**src/rtl/mpmc_pkg.sv**
```systemverilog
// Shared types and constants of the multi-pattern match counter.
`timescale 1ns / 1ps

package mpmc_pkg;

  localparam int unsigned NumPatterns = 16;
  localparam int unsigned MaxLen      = 16;
  localparam int unsigned MaxReports  = 16;
  localparam int unsigned CountW      = 32;
  // common width for length, fill and position compares (holds MAX_LEN up to 255)
  localparam int unsigned CmpW        = 8;

  typedef enum logic [1:0] {
    FuncPatByte = 2'd0,
    FuncPatLen  = 2'd1,
    FuncText    = 2'd2,
    FuncEnd     = 2'd3
  } mpmc_func_e;

  typedef struct packed {
    mpmc_func_e  func;
    logic [3:0]  pattern_index;
    logic [3:0]  char_position;
    logic [7:0]  byte_value;
    logic [4:0]  pattern_length;
  } mpmc_in_t;

  typedef struct packed {
    logic [3:0]  result_pattern;
    logic [31:0] occurrence_count;
    logic        last_result;
  } mpmc_out_t;

  typedef struct packed {
    logic text_en;
    logic end_en;
    logic rep_shift;
  } mpmc_ctrl_t;

endpackage

```
**src/rtl/mpmc_text_cell.sv**
```systemverilog
// One byte of the text window shift chain.
`timescale 1ns / 1ps

module mpmc_text_cell (
  input  logic                  clk_i,
  input  logic                  rst_ni,
  input  mpmc_pkg::mpmc_ctrl_t  ctrl_i,
  input  logic [7:0]            byte_i,
  output logic [7:0]            byte_o
);
  import mpmc_pkg::*;

  logic [7:0] byte_q, byte_d;

  always_comb begin
    byte_d = byte_q;
    if (ctrl_i.end_en) begin
      byte_d = '0;
    end else if (ctrl_i.text_en) begin
      byte_d = byte_i;
    end
  end

  always_ff @(posedge clk_i or negedge rst_ni) begin
    if (!rst_ni) begin
      byte_q <= '0;
    end else begin
      byte_q <= byte_d;
    end
  end

  assign byte_o = byte_q;

endmodule

```
**config.mk**
```make
export PLATFORM = sky130hd
export DESIGN_NAME = mpmc_text_cell
export DESIGN_NICKNAME = d
export VERILOG_FILES = /design/src/rtl/mpmc_pkg.sv /design/src/rtl/mpmc_text_cell.sv
export SDC_FILE = /design/constraint.sdc
export NUM_CORES = 1
export LEC_CHECK = 0
export BUFFER_PORTS_ARGS = -buffer_cell sky130_fd_sc_hd__buf_2
export CORE_AREA = 2 2 39 41
export CTS_CLUSTER_DIAMETER = 100
export CTS_CLUSTER_SIZE = 10
export DETAILED_ROUTE_END_ITERATION = 12
export DIE_AREA = 0 0 41 43
export PLACE_DENSITY = 0.52
export SLEW_MARGIN = 25
export SYNTH_ARGS = -nofsm -noshare
export SYNTH_HDL_FRONTEND = slang
export SYNTH_SLANG_ARGS = --single-unit
```
**constraint.sdc**
```tcl
create_clock -name clk_i -period 0.8 [get_ports clk_i]
set_input_delay 0.12 -clock clk_i [delete_from_list [all_inputs] [get_ports clk_i]]
set_output_delay 0.12 -clock clk_i [all_outputs]
set_load 0.005 [all_outputs]
```
==> results.toml <==
[synth]
synth_cell_types = 5
postSynthNetCount = 39
sequential_element_share_of_the_synthesized_area_pct = 61.5
synth_top_cells_by_area = "dfrtp_1, mux2i_1, nor2_1, buf_6, buf_1"
yosys_warnings = 0
async_reset_ff_share_pct = 100
synthTopCellsByCount = "dfrtp_1, mux2i_1, nor2_1"
area_of_the_mapped_netlist_um2 = 325
yosysTopAreaCellShare_pct = 61.5
synth.largest_area_cell = "dfrtp_1"
ys_dominant_reg_cell = "dfrtp_1"
syn-mean-instance-area_um2 = 12.5
ys_ff_latch = 8
synth_cells = 26
number_of_enable_type_register_cells_in_the_synthesized_netlist = 0

[setup_path]
timing.critical_path.cells = "buf_2"
worst_setup_path_end_kind = "output pin"
worstSetupStartpointType = "flop"
cp_data_arrival_time_ns = 0.76
critical_path.reg2reg.endpoint = "byte_o[6]$_DFFE_PN0P_"
critical_path.max_stage_delay_ns = 0.38
r2r_setup_slack_ns = 0.02
cp_slowest_cell = "dfrtp_1"
path_depth_of_the_worst_reg2reg_path = 3
critical_path_peak_fanout = 2
cpLargestDelayFamily = "flip-flops"
worstSetupStartpoint = "byte_o[6]$_DFFE_PN0P_"
critical_path.n_buffers_inverters = 1
criticalPathCategory = "reg2out"
worst-endpoint-required_ns = 0.68
regToRegStartpoint = "byte_o[6]$_DFFE_PN0P_"

[power]
p_leak_nw = 0.285
power.share.sequential_pct = 50.3
powerDensity_mw_per_mm2 = 1810
post-layout-total-power_uw = 871
irDropWorstVdd_mv = 0.695
netSwitchingFraction_pct = 23.1
clkPwrFrac_pct = 35.5
net_switching_component_of_the_power_uw = 202
power.internal_uw = 669
comb_power_share_pct = 14.3

[drt]
drt-vias-per-instance = 4.06
route.final.wire_length_um = 670
detail-route-antenna-nets = 0
dr.pass1.iters = 4
routed_wire_length_per_instance_um = 10.2
routed-via-count = 268
detail_route.drc_violations = 0
initialDrtViolationCount = 6

[timing]
finalHoldViolations = 0
time_the_worst_path_needs_with_i_o_delays_and_setup_ns = 0.877
rsz0062_at_grt = "yes"
worst_clock_skew_ns = 0
timing.setup.tns_ns = -0.537
final_cycle_share_pct = 110
slew_violations = 0
hold-worst-slack_ns = 0.110
finalWorstSetupSlack_ns = -0.0768
timing.final.setup_violations = 8
max-slew-margin-rel_pct = 84.5
max_clock_freq_mhz = 1140
worstMarginPinSlew_ns = 0.233

[global_route]
grt_first_pass_wirelength_um = 1010
grt.total_usage_pct = 9.33
grt_start_max_net_pins = 9
first_global_vias = 267
globalRoute.totalOverflow = 0
antenna_found_initial = 0

[clocking]
ctsLongestPathBuffers = 2
htree_levels = 1
tritoncts = "done"
clock_latency_ns = 0.25
worst_setup_hold_path_clk_slew_ns = 0.05
count_of_instances_resized_after_the_clock_tree_is_built = 0
clock-root-buffer = "clkbuf_4"
clock-sinks = 8
cts_made_buffers = 3

[final_layout]
number_of_flip_flops_in_the_largest_register = 8
num_antenna_cells = 0
synthToLayoutAreaGrowth_pct = 47.7
final_net_count = 65
fillCellCount = 147
post_route_cells_drive_above_1_share_pct = 50.0
fin_cells = 66

[worst_hold_path]
hold_start = "byte_i[2]"
timing.hold.worst_path_depth = 3
min_to = "byte_o[2]$_DFFE_PN0P_"
worstHoldPathType = "in2reg"

[die]
boundaryPins = 21
dieWidth_um = 41
floorplan.rows = 14
die-area_mm2 = 0.00176
core_area_mm2 = 0.00138
floorplan.initialDensity_pct = 23.5
die_h_um = 43

[flow_run]
timing.max_cap.violations = 0

[placed_design]
place_worst_setup_slack_ns = 0.0367
placed_cells = 59
detailed_place_hpwl_um = 487
port_buffers = 19
globalplace.congestion = 0.573

[outcome]
run_status = "finished, violations left"
failed_checks = "negative setup slack"
final cells by class:
| type | count | area [um^2] | share of cell area, % |
|---|---|---|---|
| timing repair buffer | 23 | 128 | 26.6 |
| tap | 16 | 20.0 | 4.17 |
| clock buffer | 3 | 22.5 | 4.69 |
| sequential | 8 | 200 | 41.7 |
| multi-input combinational | 16 | 110 | 22.9 |
through the flow:
stage / instance area [um^2] / util [%]
finish: 480 / 34.7
global route: 480 / 34.7
CTS: 465 / 33.6
detailed placement: 425 / 30.7
global placement: 425 / 30.7
floorplan: 325 / -
cells by family (layout without fill, tap and decap cells):
logic type	count (synthesis)	after routing	synth area share (%)
mux	8	8	24.6
buf+inv	2	26	4.61
simple gates	8	8	9.23
flops	8	8	61.5
what timing repair did:
action / 4_1_cts / 5_1_grt
setup endpoints to repair: 8 / 9
endpoints found under the hold margin: 8 / 0
setup buffers: 1 / 2
pin swaps: 0 / 1
hold buffers: 1 / 0
power groups by stage:
| stage | registers, mW | logic (mW) | clock network (mW) |
|---|---|---|---|
| 6_report | 0.438 | 0.124 | 0.309 |
| 5_1_grt | 0.440 | 0.141 | 0.358 |
| 3_5_place_dp | 0.444 | 0.112 | 0 |
| 2_1_floorplan | 0.448 | 0.0513 | 0 |
| 4_1_cts | 0.438 | 0.119 | 0.329 |
| 3_3_place_gp | 0.445 | 0.109 | 0 |
worst min-delay path, cell delays in order:
cell and delay, ns:
buf_2 0.07, mux2i_1 0.05, nor2_1 0.08
worst max-delay path by stage:
stage | to | slack (ns) | depth (start not counted)
floorplan | byte_o[0]$_DFFE_PN0P_ | 0.15 | 2
global placement | byte_o[7]$_DFFE_PN0P_ | 0.04 | 3
detailed placement | byte_o[4]$_DFFE_PN0P_ | 0.04 | 3
CTS | byte_o[6] | -0.09 | 1
global route | byte_o[3] | -0.12 | 1
finish | byte_o[6] | -0.08 | 1
cells in the final DEF, fill, tap and decap left out:
cell type | synthesis | final
clkbuf_4 | 0 | 3
dlygate4sd3_1 | 0 | 1
mux2i_1 | 8 | 8
dfrtp_1 | 8 | 8
nor2_1 | 8 | 8
buf_2 | 0 | 19
buf_4 | 0 | 3
per-layer routing:
| layer | vias to the layer above | track usage (%) | part of all wire (%) |
|---|---|---|---|
| met5 | - | 0 | 0 |
| li1 | 132 | - | - |
| met2 | 19 | 13.1 | 45 |
| met4 | 0 | 8.00 | 0 |
| met1 | 117 | 9.63 | 41 |
| met3 | 0 | 4.71 | 14 |
No activity file was read; power rests on OpenSTA's default activity.
