$ cat src/rtl/mpmc_pkg.sv
// Shared types and constants of the multi-pattern match counter.
`timescale 1ns / 1ps

package mpmc_pkg;

  localparam int unsigned NumPatterns = 16;
  localparam int unsigned MaxLen      = 16;
  localparam int unsigned MaxReports  = 16;
  localparam int unsigned CountW      = 32;
  // common width for length, fill and position compares (holds MAX_LEN up to 255)
  localparam int unsigned CmpW        = 8;

  typedef enum logic [1:0] {
    FuncPatByte = 2'd0,
    FuncPatLen  = 2'd1,
    FuncText    = 2'd2,
    FuncEnd     = 2'd3
  } mpmc_func_e;

  typedef struct packed {
    mpmc_func_e  func;
    logic [3:0]  pattern_index;
    logic [3:0]  char_position;
    logic [7:0]  byte_value;
    logic [4:0]  pattern_length;
  } mpmc_in_t;

  typedef struct packed {
    logic [3:0]  result_pattern;
    logic [31:0] occurrence_count;
    logic        last_result;
  } mpmc_out_t;

  typedef struct packed {
    logic text_en;
    logic end_en;
    logic rep_shift;
  } mpmc_ctrl_t;

endpackage

$ cat src/rtl/mpmc_pattern_cell.sv
// One pattern: its bytes, length, tail compare, saturating count and report stage.
`timescale 1ns / 1ps

module mpmc_pattern_cell #(
  parameter int unsigned MAX_LEN = mpmc_pkg::MaxLen
) (
  input  logic                            clk_i,
  input  logic                            rst_ni,
  input  mpmc_pkg::mpmc_ctrl_t            ctrl_i,
  input  logic                            byte_we_i,
  input  logic                            len_we_i,
  input  logic [mpmc_pkg::CmpW-1:0]       pos_i,
  input  logic [7:0]                      byte_i,
  input  logic [4:0]                      len_i,
  input  logic [mpmc_pkg::CmpW-1:0]       fill_i,
  input  logic [MAX_LEN-1:0][7:0]         win_i,
  input  logic [mpmc_pkg::CountW-1:0]     rep_i,
  output logic [mpmc_pkg::CountW-1:0]     rep_o
);
  import mpmc_pkg::*;

  localparam int unsigned IdxW = (MAX_LEN > 1) ? $clog2(MAX_LEN) : 1;

  logic [MAX_LEN-1:0][7:0]      pat_q;
  logic [4:0]                   len_q;
  logic [CountW-1:0]            cnt_q, cnt_d, cnt_next, rep_q;
  logic                         hit_q, hit_d;
  logic [MAX_LEN-1:0]           byte_ok;
  logic [MAX_LEN-1:0][CmpW-1:0] tap_idx;
  logic [CmpW-1:0]              len_ext;

  // pattern byte k lines up with window entry len-1-k (entry 0 is newest)
  always_comb begin
    len_ext = CmpW'(len_q);
    for (int k = 0; k < MAX_LEN; k++) begin
      tap_idx[k] = len_ext - CmpW'(k) - CmpW'(1);
      byte_ok[k] = (CmpW'(k) >= len_ext) || (pat_q[k] == win_i[tap_idx[k][IdxW-1:0]]);
    end
    hit_d = ctrl_i.text_en && (len_q != '0) && (len_ext <= fill_i) && (&byte_ok);
  end

  always_comb begin
    cnt_next = (hit_q && (cnt_q != '1)) ? cnt_q + CountW'(1) : cnt_q;
    cnt_d    = ctrl_i.end_en ? '0 : cnt_next;
  end

  always_ff @(posedge clk_i or negedge rst_ni) begin
    if (!rst_ni) begin
      len_q <= '0;
      cnt_q <= '0;
      hit_q <= 1'b0;
    end else begin
      if (len_we_i) begin
        len_q <= len_i;
      end
      cnt_q <= cnt_d;
      hit_q <= hit_d;
    end
  end

  always_ff @(posedge clk_i) begin
    if (byte_we_i) begin
      for (int k = 0; k < MAX_LEN; k++) begin
        if (pos_i == CmpW'(k)) begin
          pat_q[k] <= byte_i;
        end
      end
    end
  end

  // report stage: snapshot takes any hit still pending from the last text item
  always_ff @(posedge clk_i) begin
    if (ctrl_i.end_en) begin
      rep_q <= cnt_next;
    end else if (ctrl_i.rep_shift) begin
      rep_q <= rep_i;
    end
  end

  assign rep_o = rep_q;

endmodule

$ cat config.mk
export PLATFORM = sky130hd
export DESIGN_NAME = mpmc_pattern_cell
export DESIGN_NICKNAME = d
export VERILOG_FILES = /design/src/rtl/mpmc_pkg.sv /design/src/rtl/mpmc_pattern_cell.sv
export SDC_FILE = /design/constraint.sdc
export NUM_CORES = 1
export LEC_CHECK = 0
export ABC_AREA = 1
export BUFFER_PORTS_ARGS = -buffer_cell sky130_fd_sc_hd__buf_4
export CORE_AREA = 2 2 224 226
export CTS_BUF_LIST = sky130_fd_sc_hd__clkbuf_4
export DETAILED_ROUTE_END_ITERATION = 7
export DIE_AREA = 0 0 226 228
export GPL_TIMING_DRIVEN = 1
export HOLD_SLACK_MARGIN = 0.15
export PLACE_DENSITY_LB_ADDON = 0.2
export SLEW_MARGIN = 20
export SYNTH_ARGS = -nofsm -noshare
export SYNTH_HDL_FRONTEND = slang
export SYNTH_SLANG_ARGS = --single-unit
$ cat constraint.sdc
create_clock -name clk_i -period 2.8 [get_ports clk_i]
set_clock_uncertainty 0.2 [all_clocks]
set_input_delay 0.28 -clock clk_i [delete_from_list [all_inputs] [get_ports clk_i]]
set_output_delay 0.28 -clock clk_i [all_outputs]
set_load 0.005 [all_outputs]
==> results of run 1 <==
cells in the mapped netlist (24+ instances only):
| master | instances | area share [%] |
|---|---|---|
| o21ai_0 | 56 | 1.7 |
| xor2_1 | 37 | 1.9 |
| edfxtp_1 | 160 | 28 |
| nand2_1 | 836 | 18 |
| buf_1 | 24 | 0.53 |
| nand3b_1 | 38 | 1.7 |
| nand3_1 | 911 | 27 |
| buf_2 | 60 | 1.8 |
| nor2_1 | 120 | 2.7 |
| inv_1 | 135 | 3.0 |
| dfrtp_1 | 38 | 5.6 |
| clkbuf_1 | 24 | 0.53 |
cells by family after synthesis:
kind of cell	synth area share, %
AND/OR/NAND/NOR	51.54
buffers and inverters	6.992
flip-flops	33.89
AO/OA/AOI/OAI	2.866
XOR/XNOR	3.308
adder cells (fa/ha/maj)	1.400
flip-flops by register name, summed over array words and instances, names as in the netlist:
| signal | count |
|---|---|
| cnt_q | 32 |
| hit_q | 1 |
| len_q | 5 |
| pat_q | 128 |
| rep_o | 32 |
stage by stage:
stage | power (uW) | hold WS (ns)
floorplan | 6552 | -0.2156
global placement | 8923 | 0.1228
detailed placement | 8940 | 0.1254
CTS | 11100 | 0.1520
global route | 12380 | 0.1520
finish | 11820 | 0.1694
final cells by class:
cell class	instances	area, um2	area share, %
Inverter	144	575.6	2.395
Timing Repair Buffer	600	5675	23.62
Antenna cell	3	7.507	0.03124
Sequential cell	198	5762	23.98
Clock buffer	19	142.6	0.5936
Clock inverter	13	138.9	0.5780
Multi-Input combinational cell	2117	10890	45.30
Tap cell	672	840.8	3.499
power groups by stage:
stage                     clock network [uW]  logic, uW  registers (uW)
after floorplan                            0       3230            3320
after global placement                     0       5600            3320
after detailed placement                   0       5620            3320
after CTS                               1740       6100            3260
after global routing                    1840       7270            3270
final                                   1710       6850            3260
per-layer routing:
layer	GRT usage [%]	share of wire (%)	up-vias	routed length [um]
met4	18.11	6.2	0	5669
met2	52.13	43	1340	39110
met1	45.57	41	9939	37350
li1	-	-	9817	-
met5	0	0	-	0
met3	5.641	9.8	260	8888
layout by cell type, fill, tap and decap left out, types with 19 or more instances in the layout:
cell type	n
buf_12	38
buf_4	412
clkbuf_4	19
dfrtp_1	35
dlygate4sd3_1	113
edfxtp_1	160
inv_1	129
nand2_1	803
nand2_2	31
nand3_1	826
nand3_2	82
nand3b_1	38
nor2_1	105
o21ai_0	50
xor2_1	31
worst max path at each step:
stage	from	to	slack, ns	cells after the start
after detailed placement	len_q[0]	hit_q	-0.29	18
after CTS	len_q[0]	hit_q	-0.12	20
after global routing	len_q[1]	hit_q	-0.21	17
after floorplan	len_q[1]	hit_q	0.006	22
final	len_q[0]	hit_q	-0.15	19
after global placement	len_q[0]	hit_q	-0.25	18
timing repair:
item / 4_1_cts / 5_1_grt
setup endpoints to repair: 4 / 24
pin swaps: 4 / 58
setup buffers: 6 / 29
cloned: 7 / 8
hold buffers: 114 / 0
resized for setup: 59 / 186
endpoints found under the hold margin: 350 / 0
worst register-to-register path: stages (launching register included):
cell and delay, ns:
dfrtp_4 0.49, inv_6 0.06, buf_6 0.13, buf_4 0.14, clkbuf_16 0.18, o21ai_4 0.20, buf_6 0.20, buf_4 0.13
nand3_1 0.11, nand2_1 0.09, nand2_1 0.06, nand2_2 0.15, nand3_2 0.11, nor2_2 0.15, nand2_1 0.09, nand2_1 0.07
nand2_1 0.06, nor2_2 0.10, nand3_2 0.08, nor2_1 0.12
==> results.tsv, run 1 <==
metric	value	unit
max_stage_delay	0.49	ns
slew_headroom	46.38	%
start_util	34.41	%
period_share	105.3	%
fin_util	48.69	%
drt_iter0_markers	2783	
row_count	82	
crit_fanout	19	
crit_chain	inv_6 > buf_6 > buf_4 > clkbuf_16 > o21ai_4 > buf_6 > buf_4 > nand3_1 > nand2_1 > nand2_1 > nand2_2 > nand3_2 > nor2_2 > nand2_1 > nand2_1 > nand2_1 > nor2_2 > nand3_2 > nor2_1	
grt_pass1_wl	127.0	mm
drive_gt1_share	23.00	%
first_global_vias	19564	
io_pins	228	
reg2reg_depth	19	
startpoint_type	register	
synth.distinct_cells	43	
io_buffer_count	227	
power_density	492.1	nW/um2
min_path_type	input port to register	
cts_tree	built	
p_comb_share	57.9	%
maxCapViolations	0	
cp.required	3.28	ns
clkPwrFrac	14.5	%
antenna_found_initial	2	
seqPwrFrac	27.6	%
dieArea	51530	um2
groute.usage.overall	33.95	%
seq_area_frac_synth	33.89	%
die_h	228	um
ant_nets	0	
worstSkewPairLatency	0.73	ns
vias	21356	
drt_pass1_iterations	5	
r2r_start	len_q[0]	
tightestPinTransition	0.8043	ns
cts.sinks	198	
htree_levels	4	
drv_slew	0	
yosysWarnings	0	
dp_cells	3568	
grt_overflow_total	0	
syn2layout_area_growth	41.50	%
critical_path_class	register to register	
clockRootBuffer	clkbuf_4	
max_freq	339.3	MHz
cp_common_cell	nand2_1	
min_delay_path_depth	4	
fin_tns_setup	-0.1474	ns
syn-instance-count	2587	
status	finished with violations	
synth-edff-count	160	
finalSetupViolations	1	
crit_arrival	3.42	ns
syn_nets	2802	
slowest_stage	dfrtp_4	
syn_area	16980	um2
fill_cells	4882	
wire_per_inst	24.17	um
cts_buffers	17	
fin_crit	2.947	ns
cp.buffers_inverters	6	
finalInstanceArea	24030	um2
grt_max_degree	50	
p_sw	5416	uW
dp_hpwl	68.65	mm
pre_cts_ws	-0.2876	ns
p_leak	0.01109	uW
rrSetupSlack	-0.15	ns
core_region_area	49350	um2
violations	setup timing	
vias_per_cell	5.671	
crit_family	simple AND/OR/NAND/NOR gates	
holdCritStartpoint	rep_i[29]	
p_int	6408	uW
cts_buffer_depth	2	
timing.rr.end	hit_q	
layoutNonFillerInstCount	3766	
async_reset_ff_share	19.19	%
p_sw_share	45.80	%
max-vdd-ir-drop	323.5	uV
hold_viol_final	0	
dieWidth	226	um
end_kind	register	
synth_ff_type	edfxtp_1	
setup_ws	-0.1474	ns
syn_area_per_cell	6.564	um2
nets	3293	
placed_area	20850	um2
gp_congestion	1.023	
wirelength	91.01	mm
rsz0062_at_grt	true	
clk_pin_slew_worst_paths	0.19	ns
min_to	rep_o[29]	
post-route-drc-count	0	
ys_ff_latch	198	
Note: power is estimated with default switching activity, not from simulation.
==> inputs of run 2 (changes only) <==
--- a/config.mk
+++ b/config.mk
@@ -5,12 +5,11 @@
 export SDC_FILE = /design/constraint.sdc
 export NUM_CORES = 1
 export LEC_CHECK = 0
-export ABC_AREA = 1
 export BUFFER_PORTS_ARGS = -buffer_cell sky130_fd_sc_hd__buf_4
-export CORE_AREA = 2 2 224 226
+export CORE_AREA = 2 2 222 224
 export CTS_BUF_LIST = sky130_fd_sc_hd__clkbuf_4
 export DETAILED_ROUTE_END_ITERATION = 7
-export DIE_AREA = 0 0 226 228
+export DIE_AREA = 0 0 224 226
 export GPL_TIMING_DRIVEN = 1
 export HOLD_SLACK_MARGIN = 0.15
 export PLACE_DENSITY_LB_ADDON = 0.2
==> run 2 against run 1 <==
Hold slack better by 0.054 ns; critical endpoint unchanged; the flow still finishes with violations (setup timing); via count down 29%; final cell count down 31%; largest cell class unchanged; highest routed layer is now met5.
==> results.tsv, run 2 <==
metric	value	unit
nets	2160	
status	finished with violations	
drt_iter0_markers	1649	
max_freq	242.6	MHz
p_leak	0.009350	uW
min_path_type	input port to register	
die_h	226	um
placed_area	21640	um2
clkPwrFrac	15.8	%
dp_hpwl	51.10	mm
first_global_vias	14787	
cts_buffer_depth	2	
yosysWarnings	0	
dieWidth	224	um
cp.required	3.30	ns
async_reset_ff_share	19.19	%
antenna_found_initial	5	
p_sw_share	38.43	%
clk_pin_slew_worst_paths	0.22	ns
syn_area	16720	um2
yosys.area.top_type_share	30.98	%
syn_nets	1496	
synth-edff-count	160	
cts.sinks	198	
row_count	81	
grt_pass1_wl	97.32	mm
drv_slew	0	
slew_headroom	47.46	%
seq_area_frac_synth	34.42	%
clockRootBuffer	clkbuf_4	
syn2layout_area_growth	43.57	%
core_region_area	48340	um2
rsz0062_at_grt	true	
drive_gt1_share	49.64	%
ant_nets	0	
syn_area_per_cell	13.05	um2
synthTopCellsByCount	230 x mux4_2, 160 x edfxtp_1, 111 x nor2_1	
vias_per_cell	5.898	
grt_overflow_total	0	
crit_fanout	4	
post-synth-top-count-cell	mux4_2	
crit_arrival	4.62	ns
syn-instance-count	1281	
muxShareOfSynthArea	37.48	%
grt_max_degree	64	
wirelength	67.77	mm
fin_crit	4.121	ns
startpoint_type	register	
synth_compound_area_share	4.976	%
start_util	34.59	%
dieArea	50620	um2
ys_ff_latch	198	
synth-xor-area-share	9.084	%
vias	15240	
final_common_cell	buf_4	
tightestPinTransition	0.7880	ns
setup_ws	-1.321	ns
gp_congestion	0.9746	
wire_per_inst	26.23	um
cts_buffers	17	
p_comb_share	55.2	%
io_pins	228	
end_kind	register	
finalInstanceArea	24010	um2
final_cell_mix	600 x buf_4, 231 x mux4_2, 160 x edfxtp_1	
groute.usage.overall	26.58	%
period_share	147.2	%
htree_levels	4	
largest_reg_flops	128	
critical_path_class	register to register	
yosys.area_share.simple	9.234	%
power	11260	uW
drt_pass1_iterations	5	
io_buffer_count	227	
max-vdd-ir-drop	249.3	uV
p_int	6932	uW
yosysTopAreaCell	mux4_2	
seqPwrFrac	29.0	%
worstSkewPairLatency	0.77	ns
hold_viol_final	0	
violations	setup timing	
ys_top_cells_by_area	mux4_2 31%, edfxtp_1 29%, dfrtp_1 5.7%	
p_sw	4328	uW
maxCapViolations	0	
synth.distinct_cells	57	
finalSetupViolations	1	
synth_fa_ha_area_share	1.482	%
cts_tree	built	
synth_ff_type	edfxtp_1	
post-route-drc-count	0	
regMostFlops	pat_q	
synth_top_family_by_area	multiplexers	
power_density	469.0	nW/um2
fill_cells	4202	
run 2: changes by cell type in the layout (fill, tap and decap cells not counted), moves of 44 or more:
| cell | delta |
|---|---|
| xor2_1 | +44 |
| nand3_2 | -79 |
| nand2_1 | -754 |
| nand3_1 | -809 |
| inv_1 | -119 |
| a21oi_1 | +45 |
| mux4_2 | +231 |
| buf_4 | +188 |
| nand4_1 | +49 |
| xnor2_1 | +70 |
| mux2i_1 | +80 |
run 2: layout make-up:
cell class	instances	area, um2	area share (%)
inverter	14	63.81	0.2658
clock buffer	17	127.6	0.5316
clock inverter	15	207.7	0.8652
tap	622	778.2	3.242
multi-input combinational	965	10760	44.80
sequential	198	5764	24.01
antenna	4	10.01	0.04169
timing repair buffer	749	6300	26.24
run 2: through the flow:
step | utilization [%] | setup TNS, ns | cells | worst slack [ns] | hold slack [ns]
after floorplan | - | -1.313 | 1281 | -1.313 | -0.2156
after global placement | 44.77 | -1.913 | 2376 | -1.913 | 0.09082
after detailed placement | 44.77 | -1.900 | 2376 | -1.900 | 0.09996
after CTS | 48.60 | -1.300 | 2546 | -1.260 | 0.1571
after global routing | 49.65 | -1.485 | 2582 | -1.419 | 0.1793
final | 49.66 | -1.321 | 2584 | -1.321 | 0.2234
run 2: path summary, 6_finish.rpt:
kind | end | start | slack [ns] | cells after the start
max | hit_q | len_q[0] | -1.32 | 18
min | rep_o[5] | rep_i[5] | 0.22 | 4
max reg2reg | hit_q | len_q[0] | -1.32 | 18
min reg2reg | cnt_q[7] | cnt_q[7] | 0.39 | 2
max in group asynchronous | len_q[1] | rst_ni | 1.81 | 4
min in group asynchronous | hit_q | rst_ni | 0.35 | 4
run 2: logic make-up (layout without fill, tap and decap cells):
logic type	after synthesis	in the layout
AO/OA/AOI/OAI	133	133
flip-flops	198	198
other	0	4
adder cells (fa/ha/maj)	20	20
multiplexers	332	332
XOR/XNOR	170	170
AND/OR/NAND/NOR	310	310
buffers and inverters	118	795
run 2: layer usage:
layer  track usage, %  part of all wire [%]
met1            34.87                    40
met2            42.64                    46
met3            6.349                   9.3
met4            10.32                   4.2
met5                0                 0.018
run 2: worst max-delay path, stage by stage (launching register included):
cell and delay (ns):
dfrtp_4 0.50, buf_4 0.15, inv_8 0.03, buf_4 0.12, ha_2 0.20, xnor2_4 0.28
buf_4 0.18, nand3_2 0.13, xor2_4 0.28, buf_12 0.14, buf_4 0.11, mux4_2 0.53
xnor2_2 0.17, nand4_1 0.13, nor3_2 0.28, buf_4 0.17, a21oi_1 0.04, a211o_1 0.30
nor4_2 0.13
run 2: power by group through the flow:
stage | registers [uW] | clock network [uW] | logic (uW)
floorplan | 3320 | 0 | 3330
global placement | 3330 | 0 | 5600
detailed placement | 3330 | 0 | 5640
CTS | 3270 | 1830 | 5950
global route | 3270 | 1920 | 6540
finish | 3270 | 1780 | 6210
run 2: repair_timing:
| item | CTS | global route |
|---|---|---|
| setup endpoints to repair | 2 | 25 |
| gates resized for setup | 33 | 33 |
| pin swaps | 17 | 16 |
| hold endpoints to repair | 364 | 0 |
| setup buffers | 22 | 30 |
| hold buffers | 117 | 0 |
| gates cloned | 0 | 4 |
